### config.mk
export PLATFORM = sky130hd
export DESIGN_NAME = lru_page_replacement
export DESIGN_NICKNAME = d
export VERILOG_FILES = /design/src/lrupr_pkg.sv /design/src/lrupr_ctrl.sv /design/src/lrupr_dp.sv /design/src/lru_page_replacement.sv
export SDC_FILE = /design/constraint.sdc
export NUM_CORES = 1
export LEC_CHECK = 0
export BUFFER_PORTS_ARGS = -buffer_cell sky130_fd_sc_hd__buf_2
export CORE_UTILIZATION = 68
export CTS_BUF_LIST = sky130_fd_sc_hd__clkbuf_8
export DETAILED_ROUTE_END_ITERATION = 12
export PLACE_DENSITY = 0.89
export SYNTH_ARGS = -nofsm -noshare
export SYNTH_HDL_FRONTEND = slang
export SYNTH_SLANG_ARGS = --single-unit
### constraint.sdc
create_clock -name clk_i -period 32.1 [get_ports clk_i]
set_clock_uncertainty 0.05 [all_clocks]
set_input_delay 1.605 -clock clk_i [delete_from_list [all_inputs] [get_ports clk_i]]
set_output_delay 1.605 -clock clk_i [all_outputs]
set_load 0.005 [all_outputs]
### src/lrupr_pkg.sv
// Shared constants and types for the LRU page replacement block.
`timescale 1ns / 1ps

package lrupr_pkg;

  localparam int FRAMES    = 8;
  localparam int PAGE_BITS = 16;

  // Port widths fixed by the interface.
  localparam int PAGE_W    = 16;
  localparam int FIDX_W    = 3;
  localparam int CFG_W     = 4;
  localparam int CNT_W     = 32;

  localparam int IDX_W     = (FRAMES > 1) ? $clog2(FRAMES) : 1;
  localparam int RANK_W    = IDX_W;

  localparam logic [RANK_W-1:0] RANK_OLDEST = RANK_W'(FRAMES - 1);
  localparam logic [CFG_W-1:0]  RESET_IN_USE = CFG_W'((FRAMES < 8) ? FRAMES : 8);

  typedef struct packed {
    logic capture;  // latch the incoming page
    logic update;   // resolve the reference and commit frame state
  } lrupr_cmd_t;

endpackage

### src/lrupr_ctrl.sv
// Sequencer for the LRU block: accept, resolve, present result.
`timescale 1ns / 1ps

module lrupr_ctrl (
  input  logic                  clk_i,
  input  logic                  rst_ni,
  input  logic                  in_valid_i,
  output logic                  in_ready_o,
  output logic                  out_valid_o,
  input  logic                  out_ready_i,
  output lrupr_pkg::lrupr_cmd_t cmd_o
);

  localparam logic [1:0] S_IDLE = 2'd0;
  localparam logic [1:0] S_CALC = 2'd1;
  localparam logic [1:0] S_OUT  = 2'd2;

  logic [1:0] state_q, state_d;
  logic       in_beat;

  // A new beat may land while the last result leaves.
  assign in_ready_o  = (state_q == S_IDLE) || ((state_q == S_OUT) && out_ready_i);
  assign in_beat     = in_valid_i && in_ready_o;
  assign out_valid_o = (state_q == S_OUT);

  assign cmd_o.capture = in_beat;
  assign cmd_o.update  = (state_q == S_CALC);

  always_comb begin
    state_d = state_q;
    unique case (state_q)
      S_IDLE: begin
        if (in_beat) state_d = S_CALC;
      end
      S_CALC: begin
        state_d = S_OUT;
      end
      S_OUT: begin
        if (in_beat) state_d = S_CALC;
        else if (out_ready_i) state_d = S_IDLE;
      end
      default: begin
        state_d = S_IDLE;
      end
    endcase
  end

  always_ff @(posedge clk_i or negedge rst_ni) begin
    if (!rst_ni) begin
      state_q <= S_IDLE;
    end else begin
      state_q <= state_d;
    end
  end

endmodule

### src/lrupr_dp.sv
// Frame table, recency ranks, lookup and replacement datapath.
`timescale 1ns / 1ps

module lrupr_dp (
  input  logic                            clk_i,
  input  logic                            rst_ni,
  input  lrupr_pkg::lrupr_cmd_t           cmd_i,
  input  logic [lrupr_pkg::PAGE_W-1:0]    page_i,
  input  logic                            cfg_valid_i,
  input  logic [lrupr_pkg::CFG_W-1:0]     cfg_data_i,
  output logic                            hit_o,
  output logic [lrupr_pkg::FIDX_W-1:0]    frame_index_o,
  output logic                            evicted_valid_o,
  output logic [lrupr_pkg::PAGE_W-1:0]    evicted_page_o,
  output logic [lrupr_pkg::CNT_W-1:0]     hit_total_o,
  output logic [lrupr_pkg::CNT_W-1:0]     fault_total_o
);

  localparam int NF  = lrupr_pkg::FRAMES;
  localparam int PB  = lrupr_pkg::PAGE_BITS;
  localparam int IW  = lrupr_pkg::IDX_W;
  localparam int RW  = lrupr_pkg::RANK_W;
  localparam int CW  = lrupr_pkg::CNT_W;

  logic [lrupr_pkg::CFG_W-1:0] in_use_q;
  logic [PB-1:0]               pg_q;
  logic [PB-1:0]               page_q [NF];
  logic [NF-1:0]               valid_q, valid_d;
  logic [RW-1:0]               rank_q [NF];
  logic [RW-1:0]               rank_d [NF];
  logic [CW-1:0]               hits_q, hits_d, faults_q, faults_d;

  logic [NF-1:0] active, match;
  logic          hit, have_empty, have_victim;
  logic [IW-1:0] hit_idx, empty_idx, victim_idx, sel_idx;
  logic [RW-1:0] victim_rank, old_rank;

  always_ff @(posedge clk_i or negedge rst_ni) begin
    if (!rst_ni) begin
      in_use_q <= lrupr_pkg::RESET_IN_USE;
    end else if (cfg_valid_i) begin
      in_use_q <= cfg_data_i;
    end
  end

  // Lanes within the frame count; a count of zero still enables frame 0.
  always_comb begin
    for (int i = 0; i < NF; i++) begin
      active[i] = (i == 0) || (int'(in_use_q) > i);
      match[i]  = active[i] && valid_q[i] && (page_q[i] == pg_q);
    end
  end

  // Lowest match, lowest empty, and oldest valid lane (lowest index on tie).
  always_comb begin
    hit         = 1'b0;
    hit_idx     = '0;
    have_empty  = 1'b0;
    empty_idx   = '0;
    have_victim = 1'b0;
    victim_idx  = '0;
    victim_rank = '0;
    for (int i = 0; i < NF; i++) begin
      if (match[i] && !hit) begin
        hit     = 1'b1;
        hit_idx = IW'(i);
      end
      if (active[i] && !valid_q[i] && !have_empty) begin
        have_empty = 1'b1;
        empty_idx  = IW'(i);
      end
      if (active[i] && valid_q[i] && (!have_victim || rank_q[i] > victim_rank)) begin
        have_victim = 1'b1;
        victim_idx  = IW'(i);
        victim_rank = rank_q[i];
      end
    end
  end

  always_comb begin
    if (hit) begin
      sel_idx  = hit_idx;
      old_rank = rank_q[hit_idx];
    end else if (have_empty) begin
      // Filling an empty frame ages every valid frame, holding at the oldest rank.
      sel_idx  = empty_idx;
      old_rank = lrupr_pkg::RANK_OLDEST;
    end else begin
      sel_idx  = victim_idx;
      old_rank = victim_rank;
    end
  end

  always_comb begin
    valid_d = valid_q;
    for (int i = 0; i < NF; i++) begin
      rank_d[i] = rank_q[i];
      if (IW'(i) == sel_idx) begin
        rank_d[i]  = '0;
        valid_d[i] = 1'b1;
      end else if (valid_q[i] && (rank_q[i] < old_rank)) begin
        rank_d[i] = rank_q[i] + RW'(1);
      end
    end
    hits_d   = hits_q;
    faults_d = faults_q;
    if (hit) begin
      if (hits_q != '1) hits_d = hits_q + CW'(1);
    end else begin
      if (faults_q != '1) faults_d = faults_q + CW'(1);
    end
  end

  always_ff @(posedge clk_i or negedge rst_ni) begin
    if (!rst_ni) begin
      valid_q  <= '0;
      hits_q   <= '0;
      faults_q <= '0;
      for (int i = 0; i < NF; i++) begin
        rank_q[i] <= '0;
      end
    end else if (cmd_i.update) begin
      valid_q  <= valid_d;
      hits_q   <= hits_d;
      faults_q <= faults_d;
      for (int i = 0; i < NF; i++) begin
        rank_q[i] <= rank_d[i];
      end
    end
  end

  // Payload storage, no reset.
  always_ff @(posedge clk_i) begin
    if (cmd_i.capture) begin
      pg_q <= page_i[PB-1:0];
    end
    if (cmd_i.update && !hit) begin
      page_q[sel_idx] <= pg_q;
    end
  end

  always_ff @(posedge clk_i) begin
    if (cmd_i.update) begin
      hit_o           <= hit;
      frame_index_o   <= lrupr_pkg::FIDX_W'(sel_idx);
      evicted_valid_o <= !hit && !have_empty;
      evicted_page_o  <= (!hit && !have_empty) ?
                         lrupr_pkg::PAGE_W'(page_q[victim_idx]) : '0;
    end
  end

  assign hit_total_o   = hits_q;
  assign fault_total_o = faults_q;

endmodule

### src/lru_page_replacement.sv
// LRU page replacement: one page reference in, one hit/fault result out.
// The input beat captures the page, the resolve state updates frame state, and the result is then shown.
// No new reference is taken while one is resolving; the next beat is taken as the result leaves.
// The resolve cycle does the parallel tag compare and the rank scan over all frames.
// Reset: all frames empty, ranks and counters zero, frame count 8; no clearing pass.
`timescale 1ns / 1ps

module lru_page_replacement (
  input  logic                             clk_i,
  input  logic                             rst_ni,
  input  logic                             in_valid_i,
  output logic                             in_ready_o,
  input  logic [lrupr_pkg::PAGE_W-1:0]     page_i,
  output logic                             out_valid_o,
  input  logic                             out_ready_i,
  output logic                             hit_o,
  output logic [lrupr_pkg::FIDX_W-1:0]     frame_index_o,
  output logic                             evicted_valid_o,
  output logic [lrupr_pkg::PAGE_W-1:0]     evicted_page_o,
  output logic [lrupr_pkg::CNT_W-1:0]      hit_total_o,
  output logic [lrupr_pkg::CNT_W-1:0]      fault_total_o,
  input  logic                             cfg_valid_i,
  output logic                             cfg_ready_o,
  input  logic [lrupr_pkg::CFG_W-1:0]      cfg_data_i
);

  lrupr_pkg::lrupr_cmd_t cmd;

  assign cfg_ready_o = 1'b1;

  lrupr_ctrl u_ctrl (
    .clk_i      (clk_i),
    .rst_ni     (rst_ni),
    .in_valid_i (in_valid_i),
    .in_ready_o (in_ready_o),
    .out_valid_o(out_valid_o),
    .out_ready_i(out_ready_i),
    .cmd_o      (cmd)
  );

  lrupr_dp u_dp (
    .clk_i          (clk_i),
    .rst_ni         (rst_ni),
    .cmd_i          (cmd),
    .page_i         (page_i),
    .cfg_valid_i    (cfg_valid_i),
    .cfg_data_i     (cfg_data_i),
    .hit_o          (hit_o),
    .frame_index_o  (frame_index_o),
    .evicted_valid_o(evicted_valid_o),
    .evicted_page_o (evicted_page_o),
    .hit_total_o    (hit_total_o),
    .fault_total_o  (fault_total_o)
  );

  // A hit never evicts.
  a_hit_no_evict: assert property (@(posedge clk_i) disable iff (!rst_ni)
    out_valid_o |-> !(hit_o && evicted_valid_o))
    else $error("hit result reports an eviction");

  a_evict_page_zero: assert property (@(posedge clk_i) disable iff (!rst_ni)
    (out_valid_o && !evicted_valid_o) |-> (evicted_page_o == '0))
    else $error("evicted page nonzero without eviction");

  // An accepted beat is resolved before any result is shown.
  a_accept_then_busy: assert property (@(posedge clk_i) disable iff (!rst_ni)
    (in_valid_i && in_ready_o) |=> !out_valid_o)
    else $error("result shown in the cycle after an input beat");

  // Counters only move in the resolve cycle, never right after a result leaves.
  a_one_count: assert property (@(posedge clk_i) disable iff (!rst_ni)
    (out_valid_o && out_ready_i) |=> $stable(hit_total_o) && $stable(fault_total_o))
    else $error("counters moved without a resolve cycle");

endmodule
==> run summary, run 1 <==
status: finished, final reports clean
startpoint types: flip-flop
io pins: 113
# DRC: 0
core area: 0.0213 mm^2
#FFs+latches synth: 267
first-pass GRT wire length: 60400 um
hold path endpoint: u_dp.hit_total_o[24]
RSZ-0062 raised after global routing: no
setup bufs post-CTS: 0
vias in the first global route: 11052
Post-CTS Resized: 0
Initial Util: 70.2%
Total Routing Usage GR: 35.7%
root buf cell: clkbuf_8
setup_tns: 0 ns
clock latency on the worst-skew pair: 0.57 ns
DR WL/cell: 22.6 um
hold buffers post-CTS: 0
Die Footprint: 0.0226 mm^2
syn avg cell area: 11.3 um^2
Syn Nets: 1375
met2 WL: 19000 um
delay-heaviest family, CP: compound AO/OA/AOI/OAI gates
hold path startpoint: u_dp.hit_total_o[24]
Site Rows: 53
slowest CP cell: buf_4
WS Path Type: flip-flop to flip-flop
clk sink count: 267
M1 wire length: 15600 um
Worst-Margin Slew: 1.18 ns
Final setup viols: 0
Yosys cell types: 84
initial antenna violation count: 0
worst reg2reg endpoint: u_dp.page_q[5][15]
final net count: 1497
Synth Cell Area: 0.0149 mm^2
Max-Cap Viols: 0
Synth Flop Type: edfxtp_1
data arrival time of the critical path: 13.16 ns
share of post-route cells with drive strength above 1: 16.6%
Synth top area share: 33.2%
Routed WL: 39600 um
CTS tree: done
fin crit share: 40.4%
worst r2r path cells: 51
Clock Pin Slew Worst Setup and Hold Paths: 0.06 ns
EDFF count, synth: 165
drt first pass iters: 5
dpl hpwl: 28000 um
Cells after Synth: 1319
H-tree Lvls: 2
Reg2Reg Launch Point: u_dp.valid_q[0]
ys async rst share: 38.2%
Die Ht: 150 um
count leader, synth: edfxtp_1
ant diodes: 0
required time worst endpoint: 32.30 ns
Critical Path Fanout Max: 65
via count: 11284
largest net degree at the start of global routing: 78
Final Hold Violating Endpoints: 0
synth warn: 0
Synth top cells by count: edfxtp_1 (165), mux2i_1 (109), nand2_1 (103)
hold path depth: 1
HP Class: flip-flop to flip-flop
1st-iter DRT viols: 1159
Fmax achieved: 77.1 MHz
Routed Antenna Nets: 0
Die X: 150 um
cts bufs inserted: 43
Final GP Congestion: 0.958
flop2flop setup slack: 19.13 ns
Max Slew Vio Count: 0
port bufs: 111
Relative slew margins: 21.5%
area leader, netlist: edfxtp_1
top cells by area, synth: edfxtp_1 (33%), dfrtp_1 (17%), mux2i_1 (7.3%)
Seq/Total Area, Yosys: 50.3%
min Tclk post-route: 12.97 ns
CP endpoint kind: flip-flop
via/cell ratio: 6.45
CP max stage delay: 0.85 ns
grt ovf: 0
DR top layer: met4
Crit path buffers/inverters: 2
Met3 Wirelength: 3490 um
area added between synthesis and finish: 10.6%
CTS Buffer Depth: 3
==> placed cells by master (no fill, tap or decap), drive strengths merged, types with 6 or more instances in the layout <==
cell type,count
o21ai,28
a22oi,6
nor3,42
nand2,103
and4,8
nor2,79
nand4,35
inv,49
a22o,16
o311ai,8
nor2b,15
nor4b,8
edfxtp,165
or3,7
dfrtp,101
nand3,34
a21oi,45
clkbuf,46
or2,12
and3,19
and2,17
xnor2,95
ha,31
a211oi,6
clkinv,12
nor4,36
mux2i,109
nand2b,10
buf,128
xor2,95
o21a,8
mux2,11
==> sequential cells by signal (all words and copies together) (netlist names), 2 cells and up <==
register and count:
u_dp.rank_q 24, u_dp.pg_q 16, u_dp.frame_index_o 3, u_dp.valid_q 8, u_dp.in_use_q 4, u_ctrl.state_q 2, u_dp.evicted_page_o 16, u_dp.page_q 128
u_dp.hit_total_o 32, u_dp.fault_total_o 32
==> how the worst max path moves through the flow <==
stage | start | to | cells after the start
final | u_dp.valid_q[0] | u_dp.page_q[5][15] | 51
after global routing | u_dp.valid_q[0] | u_dp.rank_q[13] | 52
after CTS | u_dp.valid_q[0] | u_dp.page_q[5][5] | 51
after detailed placement | u_dp.valid_q[0] | u_dp.page_q[5][14] | 51
after global placement | u_dp.valid_q[0] | u_dp.page_q[5][14] | 52
after floorplan | u_dp.valid_q[0] | u_dp.page_q[2][0] | 52
==> metrics by stage <==
stage	instances	hold WS, ns	area [um^2]	utilization (%)	worst slack [ns]
final	1750	0.434	16500	77.6	19.13
after global routing	1750	0.453	16500	77.6	18.03
after CTS	1750	0.438	16500	77.6	19.29
after detailed placement	1671	0.425	15700	73.9	19.32
after global placement	1671	0.418	15700	73.9	19.79
after floorplan	1319	0.427	14900	-	21.14
==> cells by family after synthesis <==
group                    after synthesis  synth area share, %
flip-flops                           267                 50.3
multiplexers                         120                 8.19
other                                  1               0.0251
buffers and inverters                 81                 2.51
adder cells (fa/ha/maj)               36                 2.97
AND/OR/NAND/NOR                      450                 16.4
AO/OA/AOI/OAI                        174                 8.53
XOR/XNOR                             190                 11.1
==> per-layer routing <==
layer / global-route usage [%] / vias up
li1: - / 5119
met1: 46.5 / 5480
met2: 57.9 / 570
met3: 7.61 / 115
met4: 15.3 / 0
met5: 0 / -
==> area by class of cell <==
cell class | instances | area [um^2]
clock buffers | 46 | 633
clock inverters | 33 | 154
fillers | 1358 | 4770
inverters | 30 | 113
multi-input cells | 971 | 7080
flip-flops and latches | 267 | 7510
well taps | 275 | 344
repair buffers | 128 | 686
Power of run 1 is not shown: default switching activity piles up to over one toggle a cycle in this logic, so the estimate is an artifact.
==> run 2, diff against run 1 <==
Settings changed: CORE_UTILIZATION 68 to 57, PLACE_DENSITY 0.89 to 0.79.
Clock period 32.1 ns to 10.45 ns, I/O delays scaled along.
==> run 2 against run 1 <==
  * Final cell count up 6.8%
  * Count of clock-buffer cells in the layout up 1
  * Global-route usage down 5.8 points
  * Routed wire length up 2.7%
  * Flip-flop and latch count unchanged
  * Die area up 19%
  * Via count up 2.1%
  * Final area up 6.4%
  * Non-clock buffer count up 62
  * Fmax up 27%
  * Worst hold slack worse by 0.36 ns
==> run summary, run 2 (synthesized netlist as in run 1, its figures left out) <==
Routed Antenna Nets: 0 (unchanged)
core area: 0.0255 mm^2 (+20%)
Worst-Margin Slew: 0.956 ns (-0.221 ns)
Crit path buffers/inverters: 5 (+3)
min Tclk post-route: 10.19 ns (-2.78 ns)
Initial Util: 58.6% (-12 points)
Final Hold Violating Endpoints: 0 (unchanged)
Max Slew Vio Count: 0 (unchanged)
commonest non-fill, non-tap cell in the layout: edfxtp_1
Site Rows: 58 (+9.4%)
Relative slew margins: 35.7% (+14 points)
final net count: 1560 (+4.2%)
CTS Buffer Depth: 3 (unchanged)
Reg2Reg Launch Point: u_dp.rank_q[21]
Fmax achieved: 98.2 MHz (+27%)
cts bufs inserted: 44 (+2.3%)
first-pass GRT wire length: 61200 um (+1.2%)
clock latency on the worst-skew pair: 0.58 ns (about the same)
Die Ht: 164 um (+9.1%)
Max-Cap Viols: 0 (unchanged)
# DRC: 0 (unchanged)
via count: 11522 (+2.1%)
vias in the first global route: 11045 (-0.063%)
Routed WL: 40700 um (+2.7%)
share of post-route cells with drive strength above 1: 23.4% (+6.8 points)
slowest CP cell: dfrtp_1
area added between synthesis and finish: 17.6%
ant diodes: 0 (unchanged)
status: finished, final reports clean
clk sink count: 267 (unchanged)
startpoint types: flip-flop
required time worst endpoint: 10.72 ns (-21.58 ns)
flop2flop setup slack: 0.26 ns (-18.87 ns)
Final setup viols: 0 (unchanged)
delay-heaviest family, CP: compound AO/OA/AOI/OAI gates
worst reg2reg endpoint: u_dp.evicted_page_o[9]
WS Path Type: flip-flop to flip-flop
Filler cells: 1911 (+41%)
initial antenna violation count: 0 (unchanged)
final setup margin: 0.265 ns (-18.87 ns)
CP endpoint kind: flip-flop
Multi-input gate area: 0.00740 mm^2 (+4.6%)
HP Class: input port to flip-flop
fin crit share: 97.5% (+57 points)
grt ovf: 0 (unchanged)
Total Routing Usage GR: 29.9% (-5.8 points)
Clock Pin Slew Worst Setup and Hold Paths: 0.06 ns (about the same)
DR WL/cell: 21.8 um (-3.8%)
largest net degree at the start of global routing: 78 (unchanged)
Reg area: 0.00751 mm^2 (unchanged)
fin util: 69.0% (-8.6 points)
Final GP Congestion: 0.983 (+2.6%)
max FFs per register: 128 (unchanged)
Place WS: -0.455 ns (-19.78 ns)
CP max stage delay: 0.38 ns (-0.47 ns)
Critical Path Fanout Max: 20 (-69%)
Most common cell on crit path: ha_1
hold path startpoint: page_i[6]
via/cell ratio: 6.16 (-4.4%)
dpl hpwl: 28500 um (+1.7%)
hold path endpoint: u_dp.pg_q[6]
io pins: 113 (unchanged)
drt first pass iters: 6 (+1)
worst r2r path cells: 51 (unchanged)
1st-iter DRT viols: 1077 (-7.1%)
root buf cell: clkbuf_8
Biggest register: u_dp.page_q
Die Footprint: 0.0269 mm^2 (+19%)
H-tree Lvls: 2 (unchanged)
Die X: 164 um (+9.1%)
CTS tree: done
Final Instance Area: 0.0176 mm^2 (+6.4%)
port bufs: 111 (unchanged)
most frequent cells in the layout: edfxtp_1 (165), buf_2 (111), mux2i_1 (108), dfrtp_1 (101), nand2_1 (100)
hold path depth: 1 (unchanged)
WP depth: 51 (unchanged)
post-place instance area: 0.0162 mm^2 (+3.0%)
data arrival time of the critical path: 10.45 ns (-2.71 ns)
run 2: changes by cell type in the layout (fill, tap and decap cells not counted), moves of 5 or more:
| cell | delta |
|---|---|
| nor2_1 | -8 |
| a21oi_2 | +5 |
| o21ai_1 | +5 |
| buf_4 | +46 |
| o21ai_0 | -9 |
| buf_12 | +9 |
| a21oi_1 | -9 |
run 2: how the worst max path moves through the flow:
| stage | startpoint | endpoint |
|---|---|---|
| finish | u_dp.rank_q[21] | u_dp.evicted_page_o[9] |
| global route | u_dp.valid_q[0] | u_dp.rank_q[7] |
| CTS | u_dp.valid_q[0] | u_dp.rank_q[13] |
| detailed placement | u_dp.valid_q[0] | u_dp.rank_q[19] |
| global placement | u_dp.valid_q[0] | u_dp.rank_q[19] |
| floorplan | u_dp.valid_q[0] | u_dp.rank_q[13] |
run 2: what timing repair did:
item	in CTS	in global routing
hold buffers	1	0
hold endpoints to repair	24	0
pin swaps	4	35
setup endpoints to repair	170	176
setup buffers	7	16
resized for setup	10	67
cloned	0	2
run 2: worst register-to-register path: cells and delay by family, from the launching register on:
family                   cells  cell delay [ns]
AND/OR/NAND/NOR             10             1.72
flip-flops                   1             0.38
buffers and inverters        5             0.83
adder cells (fa/ha/maj)      7             1.93
multiplexers                 2             0.39
AO/OA/AOI/OAI               27             4.63
run 2: cell type report:
cell class / instances / area share, %
Tap cell: 330 / 2.35
Timing Repair Buffer: 190 / 7.38
Sequential cell: 267 / 42.7
Clock buffer: 47 / 3.68
Inverter: 30 / 0.641
Clock inverter: 34 / 1.07
Multi-Input combinational cell: 971 / 42.1
run 2: per-layer routing:
layer  up-vias  wire, um  GRT usage (%)
met3       114      2950           4.80
met5         -         0              0
met4         0      1610           12.4
met1      5640     16900           40.5
met2       506     19200           47.8
li1       5262         -              -
run 2: through the flow:
stage	instances	TNS (ns)	hold WS, ns
after floorplan	1319	0	0.177
after global placement	1762	0	0.407
after detailed placement	1762	-31.75	0.412
after CTS	1851	0	0.0449
after global routing	1869	-18.06	0.0500
final	1869	0	0.0719
Power of run 2 is left out for the same reason.
